$ cat config.mk
export PLATFORM = sky130hd
export DESIGN_NAME = run_length_byte_encoder_flat
export DESIGN_NICKNAME = d
export VERILOG_FILES = /design/src/hw/rtl/rlbe_pkg.sv /design/src/hw/rtl/rlbe_if.sv /design/src/hw/rtl/rlbe_dp.sv /design/src/hw/rtl/rlbe_ctrl.sv /design/src/hw/rtl/run_length_byte_encoder.sv /design/src/flat_wrapper.sv
export SDC_FILE = /design/constraint.sdc
export NUM_CORES = 2
export LEC_CHECK = 0
export BUFFER_PORTS_ARGS = -buffer_cell sky130_fd_sc_hd__buf_2
export CAP_MARGIN = 20
export CELL_PAD_IN_SITES_DETAIL_PLACEMENT = 1
export CELL_PAD_IN_SITES_GLOBAL_PLACEMENT = 2
export CORE_MARGIN = 10
export CORE_UTILIZATION = 47
export CTS_CLUSTER_DIAMETER = 60
export DETAILED_ROUTE_END_ITERATION = 6
export PLACE_DENSITY = 0.9
export SLEW_MARGIN = 20
export SYNTH_ARGS = -nofsm -noshare
export SYNTH_HDL_FRONTEND = slang
export SYNTH_SLANG_ARGS = --single-unit
$ cat constraint.sdc
create_clock -name clk -period 6.05 [get_ports clk]
set_clock_uncertainty 0.2 [all_clocks]
set_input_delay 1.21 -clock clk [delete_from_list [all_inputs] [get_ports clk]]
set_output_delay 1.21 -clock clk [all_outputs]
set_load 0.1 [all_outputs]
$ cat src/hw/rtl/rlbe_pkg.sv
package rlbe_pkg;

  localparam int unsigned BYTE_W  = 8;
  localparam int unsigned LIT_MAX = 128;
  localparam int unsigned RUN_MAX = 130;
  localparam int unsigned LIT_AW  = $clog2(LIT_MAX);
  localparam int unsigned CNT_W   = 8;
  localparam int unsigned LANES   = 4;

  localparam logic [BYTE_W-1:0] RUN_HDR_FLAG = 8'h80;

  // Datapath operations issued by the controller
  typedef logic [3:0] op_t;
  localparam op_t OP_NONE     = 4'd0;
  localparam op_t OP_EXTEND   = 4'd1;
  localparam op_t OP_START    = 4'd2;
  localparam op_t OP_ADD_LIT  = 4'd3;
  localparam op_t OP_RUN_HDR  = 4'd4;
  localparam op_t OP_RUN_VAL  = 4'd5;
  localparam op_t OP_LIT_HDR  = 4'd6;
  localparam op_t OP_LIT_DATA = 4'd7;
  localparam op_t OP_FLUSH    = 4'd8;

  typedef struct packed {
    logic load;
    op_t  op;
  } cmd_t;

  typedef struct packed {
    logic fill_full;
    logic dec_pending;
    logic run_active;
    logic run_extend;
    logic run_match;
    logic lit_nonzero;
    logic lit_full_next;
    logic lit_last;
    logic pk_nonempty;
    logic last_item;
    logic emit_ok;
  } sts_t;

endpackage

$ cat src/hw/rtl/rlbe_if.sv
interface rlbe_in_if;
  logic       valid;
  logic       ready;
  logic [7:0] in_byte;
  logic       in_last;

  modport source(output valid, output in_byte, output in_last, input ready);
  modport sink(input valid, input in_byte, input in_last, output ready);
endinterface

interface rlbe_out_if;
  logic       valid;
  logic       ready;
  logic [7:0] out_byte0;
  logic [7:0] out_byte1;
  logic [7:0] out_byte2;
  logic [7:0] out_byte3;
  logic [2:0] out_count;
  logic       out_last;

  modport source(output valid, output out_byte0, output out_byte1, output out_byte2,
                 output out_byte3, output out_count, output out_last, input ready);
  modport sink(input valid, input out_byte0, input out_byte1, input out_byte2,
               input out_byte3, input out_count, input out_last, output ready);
endinterface

$ cat src/hw/rtl/rlbe_dp.sv
module rlbe_dp import rlbe_pkg::*; (
  input  logic                          clk,
  input  logic                          rst_n,
  input  logic [BYTE_W-1:0]             in_byte,
  input  logic                          in_last,
  input  logic                          out_ready,
  input  cmd_t                          cmd,
  output sts_t                          sts,
  output logic                          out_valid,
  output logic [LANES-1:0][BYTE_W-1:0]  out_bytes,
  output logic [2:0]                    out_count,
  output logic                          out_last
);

  // lookahead and decision window
  logic [BYTE_W-1:0] la_r [2];
  logic [1:0]        fill_r;
  logic [BYTE_W-1:0] win_r [3];
  logic [1:0]        n_r;
  logic              last_r;
  logic [1:0]        k_r;

  // run and literal group state
  logic [BYTE_W-1:0] run_val_r;
  logic [CNT_W-1:0]  run_cnt_r;
  logic [CNT_W-1:0]  lit_cnt_r;
  logic [BYTE_W-1:0] lit_mem [LIT_MAX];
  logic [BYTE_W-1:0] rd_r;
  logic [LIT_AW-1:0] rd_idx_r;

  // byte packer and output register
  logic [BYTE_W-1:0]             pk_r [LANES];
  logic [2:0]                    pk_cnt_r;
  logic                          out_valid_r;
  logic [LANES-1:0][BYTE_W-1:0]  out_bytes_r;
  logic [2:0]                    out_count_r;
  logic                          out_last_r;

  logic [BYTE_W-1:0] cur_b;
  logic [1:0]        ndec;
  logic              emit_ok;
  logic              push;
  logic [BYTE_W-1:0] push_b;
  logic [CNT_W-1:0]  run_cnt_m3;
  logic [CNT_W-1:0]  lit_cnt_m1;
  logic [LIT_AW-1:0] rd_addr;

  always_comb begin
    case (k_r)
      2'd0:    cur_b = win_r[0];
      2'd1:    cur_b = win_r[1];
      default: cur_b = win_r[2];
    endcase
  end

  assign ndec       = last_r ? n_r : ((n_r == 2'd3) ? 2'd1 : 2'd0);
  assign emit_ok    = !out_valid_r || out_ready;
  assign run_cnt_m3 = run_cnt_r - CNT_W'(3);
  assign lit_cnt_m1 = lit_cnt_r - CNT_W'(1);
  assign rd_addr    = (cmd.op == OP_LIT_HDR) ? '0 : rd_idx_r + LIT_AW'(1);

  always_comb begin
    push   = 1'b1;
    push_b = rd_r;
    case (cmd.op)
      OP_RUN_HDR:  push_b = RUN_HDR_FLAG | {1'b0, run_cnt_m3[BYTE_W-2:0]};
      OP_RUN_VAL:  push_b = run_val_r;
      OP_LIT_HDR:  push_b = lit_cnt_m1;
      OP_LIT_DATA: push_b = rd_r;
      default:     push   = 1'b0;
    endcase
  end

  always_comb begin
    sts.fill_full     = (fill_r == 2'd2);
    sts.dec_pending   = (k_r < ndec);
    sts.run_active    = (run_cnt_r != '0);
    sts.run_extend    = (cur_b == run_val_r) && (run_cnt_r < CNT_W'(RUN_MAX));
    sts.run_match     = (k_r == 2'd0) && (n_r == 2'd3) &&
                        (win_r[0] == win_r[1]) && (win_r[0] == win_r[2]);
    sts.lit_nonzero   = (lit_cnt_r != '0);
    sts.lit_full_next = (lit_cnt_r == CNT_W'(LIT_MAX - 1));
    sts.lit_last      = ({1'b0, rd_idx_r} + CNT_W'(1)) == lit_cnt_r;
    sts.pk_nonempty   = (pk_cnt_r != '0);
    sts.last_item     = last_r;
    sts.emit_ok       = emit_ok;
  end

  // literal memory: one write port, one registered read port
  always_ff @(posedge clk) begin
    if (cmd.op == OP_ADD_LIT) begin
      lit_mem[lit_cnt_r[LIT_AW-1:0]] <= cur_b;
    end
    if (cmd.op == OP_LIT_HDR || cmd.op == OP_LIT_DATA) begin
      rd_r <= lit_mem[rd_addr];
    end
  end

  // window and lookahead payload
  always_ff @(posedge clk) begin
    if (cmd.load) begin
      win_r[0] <= (fill_r != 2'd0) ? la_r[0] : in_byte;
      win_r[1] <= (fill_r == 2'd2) ? la_r[1] : in_byte;
      win_r[2] <= in_byte;
      if (!in_last) begin
        if (fill_r == 2'd2) begin
          la_r[0] <= la_r[1];
          la_r[1] <= in_byte;
        end else if (fill_r == 2'd1) begin
          la_r[1] <= in_byte;
        end else begin
          la_r[0] <= in_byte;
        end
      end
    end
    if (cmd.op == OP_START) begin
      run_val_r <= cur_b;
    end
    if (cmd.op == OP_LIT_HDR) begin
      rd_idx_r <= '0;
    end else if (cmd.op == OP_LIT_DATA) begin
      rd_idx_r <= rd_idx_r + LIT_AW'(1);
    end
  end

  // control counters
  always_ff @(posedge clk) begin
    if (!rst_n) begin
      fill_r    <= '0;
      n_r       <= '0;
      last_r    <= 1'b0;
      k_r       <= '0;
      run_cnt_r <= '0;
      lit_cnt_r <= '0;
    end else begin
      if (cmd.load) begin
        n_r    <= fill_r + 2'd1;
        last_r <= in_last;
        k_r    <= '0;
        if (in_last) begin
          fill_r <= '0;
        end else if (fill_r != 2'd2) begin
          fill_r <= fill_r + 2'd1;
        end
      end
      case (cmd.op)
        OP_EXTEND: begin
          run_cnt_r <= run_cnt_r + CNT_W'(1);
          k_r       <= k_r + 2'd1;
        end
        OP_START: begin
          run_cnt_r <= CNT_W'(1);
          k_r       <= k_r + 2'd1;
        end
        OP_ADD_LIT: begin
          lit_cnt_r <= lit_cnt_r + CNT_W'(1);
          k_r       <= k_r + 2'd1;
        end
        OP_RUN_VAL: begin
          run_cnt_r <= '0;
        end
        OP_LIT_DATA: begin
          if (sts.lit_last) begin
            lit_cnt_r <= '0;
          end
        end
        default: begin
        end
      endcase
    end
  end

  // packer payload
  always_ff @(posedge clk) begin
    if (push) begin
      if (pk_cnt_r == 3'd4) begin
        pk_r[0] <= push_b;
      end else begin
        pk_r[pk_cnt_r[1:0]] <= push_b;
      end
    end
  end

  always_ff @(posedge clk) begin
    if (!rst_n) begin
      pk_cnt_r <= '0;
    end else if (push) begin
      pk_cnt_r <= (pk_cnt_r == 3'd4) ? 3'd1 : pk_cnt_r + 3'd1;
    end else if (cmd.op == OP_FLUSH) begin
      pk_cnt_r <= '0;
    end
  end

  // output register: ship a full packer on the next push, a partial one on flush
  always_ff @(posedge clk) begin
    if ((push && pk_cnt_r == 3'd4) || cmd.op == OP_FLUSH) begin
      for (int i = 0; i < LANES; i++) begin
        out_bytes_r[i] <= (3'(i) < pk_cnt_r) ? pk_r[i] : '0;
      end
      out_count_r <= pk_cnt_r;
      out_last_r  <= (cmd.op == OP_FLUSH) && last_r;
    end
  end

  always_ff @(posedge clk) begin
    if (!rst_n) begin
      out_valid_r <= 1'b0;
    end else if ((push && pk_cnt_r == 3'd4) || cmd.op == OP_FLUSH) begin
      out_valid_r <= 1'b1;
    end else if (out_ready) begin
      out_valid_r <= 1'b0;
    end
  end

  assign out_valid = out_valid_r;
  assign out_bytes = out_bytes_r;
  assign out_count = out_count_r;
  assign out_last  = out_last_r;

endmodule

$ cat src/hw/rtl/rlbe_ctrl.sv
module rlbe_ctrl import rlbe_pkg::*; (
  input  logic clk,
  input  logic rst_n,
  input  logic in_valid,
  input  logic in_last,
  input  sts_t sts,
  output logic in_ready,
  output cmd_t cmd
);

  localparam logic [2:0] S_IDLE     = 3'd0;
  localparam logic [2:0] S_DECIDE   = 3'd1;
  localparam logic [2:0] S_RUN_HDR  = 3'd2;
  localparam logic [2:0] S_RUN_VAL  = 3'd3;
  localparam logic [2:0] S_LIT_HDR  = 3'd4;
  localparam logic [2:0] S_LIT_DATA = 3'd5;

  logic [2:0] state_r;
  logic [2:0] state_nxt;
  logic       step_done;

  // a decision that emits nothing ends a non-final item with an empty packer
  assign step_done = !sts.last_item && !sts.pk_nonempty;

  always_comb begin
    state_nxt = state_r;
    cmd.load  = 1'b0;
    cmd.op    = OP_NONE;
    in_ready  = 1'b0;
    case (state_r)
      S_IDLE: begin
        in_ready = 1'b1;
        if (in_valid) begin
          cmd.load = 1'b1;
          if (in_last || sts.fill_full) begin
            state_nxt = S_DECIDE;
          end
        end
      end
      S_DECIDE: begin
        if (sts.dec_pending) begin
          if (sts.run_active && sts.run_extend) begin
            cmd.op = OP_EXTEND;
            if (step_done) begin
              state_nxt = S_IDLE;
            end
          end else if (sts.run_active) begin
            state_nxt = S_RUN_HDR;
          end else if (sts.run_match) begin
            if (sts.lit_nonzero) begin
              state_nxt = S_LIT_HDR;
            end else begin
              cmd.op = OP_START;
              if (step_done) begin
                state_nxt = S_IDLE;
              end
            end
          end else begin
            cmd.op = OP_ADD_LIT;
            if (sts.lit_full_next) begin
              state_nxt = S_LIT_HDR;
            end else if (step_done) begin
              state_nxt = S_IDLE;
            end
          end
        end else if (sts.last_item && sts.run_active) begin
          state_nxt = S_RUN_HDR;
        end else if (sts.last_item && sts.lit_nonzero) begin
          state_nxt = S_LIT_HDR;
        end else if (!sts.pk_nonempty) begin
          state_nxt = S_IDLE;
        end else if (sts.emit_ok) begin
          cmd.op    = OP_FLUSH;
          state_nxt = S_IDLE;
        end
      end
      S_RUN_HDR: begin
        if (sts.emit_ok) begin
          cmd.op    = OP_RUN_HDR;
          state_nxt = S_RUN_VAL;
        end
      end
      S_RUN_VAL: begin
        if (sts.emit_ok) begin
          cmd.op    = OP_RUN_VAL;
          state_nxt = S_DECIDE;
        end
      end
      S_LIT_HDR: begin
        if (sts.emit_ok) begin
          cmd.op    = OP_LIT_HDR;
          state_nxt = S_LIT_DATA;
        end
      end
      S_LIT_DATA: begin
        if (sts.emit_ok) begin
          cmd.op = OP_LIT_DATA;
          if (sts.lit_last) begin
            state_nxt = S_DECIDE;
          end
        end
      end
      default: begin
        state_nxt = S_IDLE;
      end
    endcase
  end

  always_ff @(posedge clk) begin
    if (!rst_n) begin
      state_r <= S_IDLE;
    end else begin
      state_r <= state_nxt;
    end
  end

endmodule

$ cat src/hw/rtl/run_length_byte_encoder.sv
// Channel  Direction  Payload                                   Handshake
// in_ch    sink       in_byte[7:0], in_last                     valid/ready
// out_ch   source     out_byte0..3[7:0], out_count[2:0],        valid/ready
//                     out_last
//
// Steps: each item is accepted while the lookahead fills, then accepted and decided; each
//   encoded byte released is its own step, a byte is decided again after a run or group
//   closes before it, a packer with bytes is flushed; an end item decides its window.
// Reset: synchronous, active low; no clearing pass, only current-group bytes are read.
// Stalls: a result waits in the output register; the encoder holds on any byte it would
//   pack or flush while that register is occupied and not taken, and the input waits.
module run_length_byte_encoder import rlbe_pkg::*; (
  input logic        clk,
  input logic        rst_n,
  rlbe_in_if.sink    in_ch,
  rlbe_out_if.source out_ch
);

  // command and status between the sequencer and the datapath
  cmd_t cmd;
  sts_t sts;

  logic [LANES-1:0][BYTE_W-1:0] out_bytes;

  // sequencer: owns the input handshake and steps each item through its decisions
  rlbe_ctrl u_ctrl (
    .clk      (clk),
    .rst_n    (rst_n),
    .in_valid (in_ch.valid),
    .in_last  (in_ch.in_last),
    .sts      (sts),
    .in_ready (in_ch.ready),
    .cmd      (cmd)
  );

  // datapath: lookahead window, run and literal state, packer and output register
  rlbe_dp u_dp (
    .clk       (clk),
    .rst_n     (rst_n),
    .in_byte   (in_ch.in_byte),
    .in_last   (in_ch.in_last),
    .out_ready (out_ch.ready),
    .cmd       (cmd),
    .sts       (sts),
    .out_valid (out_ch.valid),
    .out_bytes (out_bytes),
    .out_count (out_ch.out_count),
    .out_last  (out_ch.out_last)
  );

  // spread the packed lanes over the result fields, first byte in lane zero
  assign out_ch.out_byte0 = out_bytes[0];
  assign out_ch.out_byte1 = out_bytes[1];
  assign out_ch.out_byte2 = out_bytes[2];
  assign out_ch.out_byte3 = out_bytes[3];

endmodule

$ cat src/flat_wrapper.sv
// flat-port wrapper written by rule: the top's interface ports become plain ports
module run_length_byte_encoder_flat import rlbe_pkg::*;
  (clk, rst_n, in_ch_valid, in_ch_in_byte, in_ch_in_last, in_ch_ready, out_ch_valid, out_ch_out_byte0, out_ch_out_byte1, out_ch_out_byte2, out_ch_out_byte3, out_ch_out_count, out_ch_out_last, out_ch_ready);
  rlbe_in_if in_ch_i ();
  rlbe_out_if out_ch_i ();
  input logic clk;
  input logic rst_n;
  input wire logic [$bits(in_ch_i.valid)-1:0] in_ch_valid;
  input wire logic [$bits(in_ch_i.in_byte)-1:0] in_ch_in_byte;
  input wire logic [$bits(in_ch_i.in_last)-1:0] in_ch_in_last;
  output wire logic [$bits(in_ch_i.ready)-1:0] in_ch_ready;
  output wire logic [$bits(out_ch_i.valid)-1:0] out_ch_valid;
  output wire logic [$bits(out_ch_i.out_byte0)-1:0] out_ch_out_byte0;
  output wire logic [$bits(out_ch_i.out_byte1)-1:0] out_ch_out_byte1;
  output wire logic [$bits(out_ch_i.out_byte2)-1:0] out_ch_out_byte2;
  output wire logic [$bits(out_ch_i.out_byte3)-1:0] out_ch_out_byte3;
  output wire logic [$bits(out_ch_i.out_count)-1:0] out_ch_out_count;
  output wire logic [$bits(out_ch_i.out_last)-1:0] out_ch_out_last;
  input wire logic [$bits(out_ch_i.ready)-1:0] out_ch_ready;
  assign in_ch_i.valid = in_ch_valid;
  assign in_ch_i.in_byte = in_ch_in_byte;
  assign in_ch_i.in_last = in_ch_in_last;
  assign in_ch_ready = in_ch_i.ready;
  assign out_ch_valid = out_ch_i.valid;
  assign out_ch_out_byte0 = out_ch_i.out_byte0;
  assign out_ch_out_byte1 = out_ch_i.out_byte1;
  assign out_ch_out_byte2 = out_ch_i.out_byte2;
  assign out_ch_out_byte3 = out_ch_i.out_byte3;
  assign out_ch_out_count = out_ch_i.out_count;
  assign out_ch_out_last = out_ch_i.out_last;
  assign out_ch_i.ready = out_ch_ready;
  run_length_byte_encoder u_core (.clk(clk), .rst_n(rst_n), .in_ch(in_ch_i), .out_ch(out_ch_i));
endmodule
==> results_dict.tcl <==
set metrics [dict create \
    status "complete, but fails checks" \
    violations "design-rule violations" \
    cts_buffers 121 \
    avgRoutedWirePerCell_um 31.0 \
    setup_ws_ns 1.06 \
    timing.reg2reg.setup_slack_ns 1.06 \
    crit_buf_inv 1 \
    worst_hold_path_type "flop to flop" \
    synth_compound_area_frac 0.0819 \
    top_layer "met5" \
    start_util 0.475 \
    netlist_instances 3085 \
    coreArea_sq_mm 0.101 \
    required_ns 6.20 \
    routed_wl_um 143000 \
    clkLatencyLatePin_ns 0.73 \
    ys_types 73 \
    crit_type "flop to flop" \
    ant_nets 0 \
    dpl.hpwl_um 87800 \
    p_leak_nw 16.9 \
    r2r_end "u_core.u_dp.lit_mem[100][5]" \
    setup_violations 0 \
    synthesis.area_sq_mm 0.0478 \
    die_w_um 339 \
    cts_hold_buf 0 \
    drive_gt1_frac 0.156 \
    r2r_cells 7 \
    fin_crit_sh 0.825 \
    start_kind "flop" \
    final_cell_mix "edfxtp_1, nand2_1, nor2_1" \
    wl_met3_um 13900 \
    synth_top_family_by_area "compound AO/OA/AOI/OAI gates" \
    period_needed_ns 4.99 \
    whs_endpoint "u_core.u_dp.n_r[1]" \
    drt-met1-wl_um 53600 \
    synth-simple-area-share 0.0770 \
    whs_path_depth 2 \
    gp_congestion 0.951 \
    worstPathArrival_ns 5.14 \
    cts_resized 0 \
    dpl-instance-area_sq_mm 0.0498 \
    cts_root_buffer "clkbuf_16" \
    grt_max_degree 97 \
    worstPathMaxFanout 17 \
    wl_met2_um 68100 \
    rows 116 \
    cp_common_cell "nor2_1" \
    grtUsageTotal 0.242 \
    avgSynthCellArea_sq_um 15.5 \
    synth-xor-area-share 0.00762 \
    nFillCells 9339 \
    hold_start "u_core.u_dp.n_r[1]" \
    hold_violations 0 \
    ir_drop_v 0.000265 \
    via_count 29500 \
    nets 3167 \
    dominantRegCellSynth "edfxtp_1" \
    utilization 0.536 \
    drv_slew 0 \
    cts_max_path_buffers 3 \
    drc 1 \
    ys_async_sr_fraction 0 \
    cp.depth 7 \
    final_common_cell "edfxtp_1" \
    die_h_um 339 \
    drt_iter0_markers 4045 \
    grt_pass1_wl_um 210000 \
    fin_area_sq_mm 0.0539 \
    worst_slew_pin_slew_ns 1.20 \
    r2r-start "u_core.u_ctrl.state_r[0]" \
    cp-end-kind "flop" \
    clk_pin_slew_ns 0.06 \
    relSlewSlack 0.200 \
    critPathMaxStageDelay_ns 1.01 \
    cap_violations 0 \
    worst_path_dominant_cell_family "simple AND/OR/NAND/NOR gates" \
    vias_per_cell 6.40 \
    grt_antenna_before_repair 7 \
    timing.fmax_mhz 200 \
    cts_tree "yes" \
    synthAdderAreaFrac 0.00340 \
    rsz0062_at_grt "no" \
    cts_htree_levels 3 \
    clock_sinks 1185 \
    syn-num-nets 3111 \
    tns_ns 0 \
    place_ws_ns 0.934 \
    post_cts_buffers 0 \
    yosysSeqAreaShare 0.737 \
    numPortBuffers 50 \
    ys_ff_latch 1185 \
    grt_pass1_vias 30600 \
    area_growth_pct 12.7 \
    p_per_area_mw_per_mm2 335 \
    slowest_stage "nor2_1" \
    globalRouteOverflowTotal 0 \
    firstDrtPassIters 7 \
    cp_cell_sequence "inv_1, or3_1, nor4_4, nand2_2, nor2_1, nand3_2, nor2_1" \
    synthMuxAreaShare 0.0756 \
    synth_edf_count 1148 \
    dieArea_sq_mm 0.115 \
    yosys_warnings 0 \
    ios 51 \
]
==> registers in the layout (all words and copies together), names as in the netlist, 7 cells and up <==
register and flops:
u_core.u_dp.lit_mem 1024, u_core.u_dp.out_bytes 32, u_core.u_dp.pk_r 32, u_core.u_dp.win_r 24, u_core.u_dp.la_r 16, u_core.u_dp.lit_cnt_r 8
u_core.u_dp.rd_r 8, u_core.u_dp.run_cnt_r 8, u_core.u_dp.run_val_r 8, u_core.u_dp.rd_idx_r 7
==> final cells by class <==
type | count | area (sq um) | share of cell area
diodes | 1 | 2.50 | 0.0000465
flip-flops and latches | 1185 | 35200 | 0.654
clock buffers | 140 | 3150 | 0.0585
multi-input cells | 1687 | 11900 | 0.221
well taps | 1357 | 1700 | 0.0315
inverters | 26 | 123 | 0.00228
repair buffers | 120 | 858 | 0.0159
clock inverters | 89 | 893 | 0.0166
==> worst reg2reg max path, stage by stage (launching register included) <==
cell	delay [ns]
dfxtp_1	0.78
inv_1	0.51
or3_1	0.56
nor4_4	0.29
nand2_2	0.17
nor2_1	0.24
nand3_2	0.85
nor2_1	1.02
==> how the worst max path moves through the flow <==
stage | startpoint | endpoint | slack [ns]
after floorplan | out_ch_ready | u_core.u_dp.out_bytes[0] | 0.97
after CTS | u_core.u_ctrl.state_r[0] | u_core.u_dp.lit_mem[108][4] | 1.13
after global placement | out_ch_ready | u_core.u_dp.rd_r[2] | 1.03
after detailed placement | out_ch_ready | u_core.u_dp.rd_r[2] | 0.93
final | u_core.u_ctrl.state_r[0] | u_core.u_dp.lit_mem[100][5] | 1.06
after global routing | u_core.u_ctrl.state_r[0] | u_core.u_dp.lit_mem[108][4] | 0.82
==> cell families after synthesis <==
family / Yosys count
flip-flops: 1185
XOR/XNOR: 40
adder cells (fa/ha/maj): 13
multiplexers: 222
buffers and inverters: 213
AO/OA/AOI/OAI: 583
AND/OR/NAND/NOR: 829
==> stage by stage <==
step | power [mW] | hold slack, ns | std cells
6_report | 18.1 | 0.324 | 4605
5_1_grt | 18.5 | 0.357 | 4604
4_1_cts | 18.1 | 0.327 | 4603
3_5_place_dp | 10.6 | 0.309 | 4374
3_3_place_gp | 10.5 | 0.298 | 4374
2_1_floorplan | 10.0 | 0.265 | 3085
==> layer usage <==
metal / GRT usage / vias up
li1: - / 12200
met2: 0.392 / 1738
met3: 0.0553 / 420
met1: 0.309 / 15100
met4: 0.107 / 12
met5: 0 / -
==> report_power, final <==
group	total [mW]	switching [mW]	internal (mW)	leakage (nW)
Combinational	1.36	0.964	0.392	4.31
Sequential	9.10	0.0189	9.08	10.7
Clock	7.60	3.23	4.38	1.97
==> synth_stat cells, types with 7 or more instances <==
cell,number,share of area
nand2_1,317,0.025
xor2_1,11,0.0020
edfxtp_1,1148,0.72
o22ai_1,25,0.0033
a21boi_0,9,0.0014
a221oi_1,24,0.0044
a21o_1,9,0.0014
buf_1,22,0.0017
nor3b_1,7,0.0011
a211oi_1,24,0.0038
o211ai_1,16,0.0025
o2bb2ai_1,9,0.0016
o221ai_1,37,0.0068
dfxtp_1,37,0.015
nor2b_1,38,0.0050
a311oi_1,11,0.0020
nor3_1,50,0.0052
a32oi_1,7,0.0013
nor2_1,243,0.019
mux2i_1,63,0.013
mux2_2,53,0.012
nand4_1,8,0.0010
nand3_1,79,0.0083
o31ai_1,9,0.0014
or3_1,18,0.0024
a221o_1,17,0.0036
o21ai_0,106,0.011
inv_1,25,0.0020
xnor2_1,28,0.0051
buf_2,24,0.0025
nor4_1,10,0.0013
clkbuf_1,138,0.011
and3_1,17,0.0022
mux4_2,106,0.050
a22oi_1,16,0.0025
a31oi_1,50,0.0065
and2_1,17,0.0022
ha_1,13,0.0034
a22o_1,16,0.0029
a21oi_1,141,0.015
(Power assumes the default switching activity.)
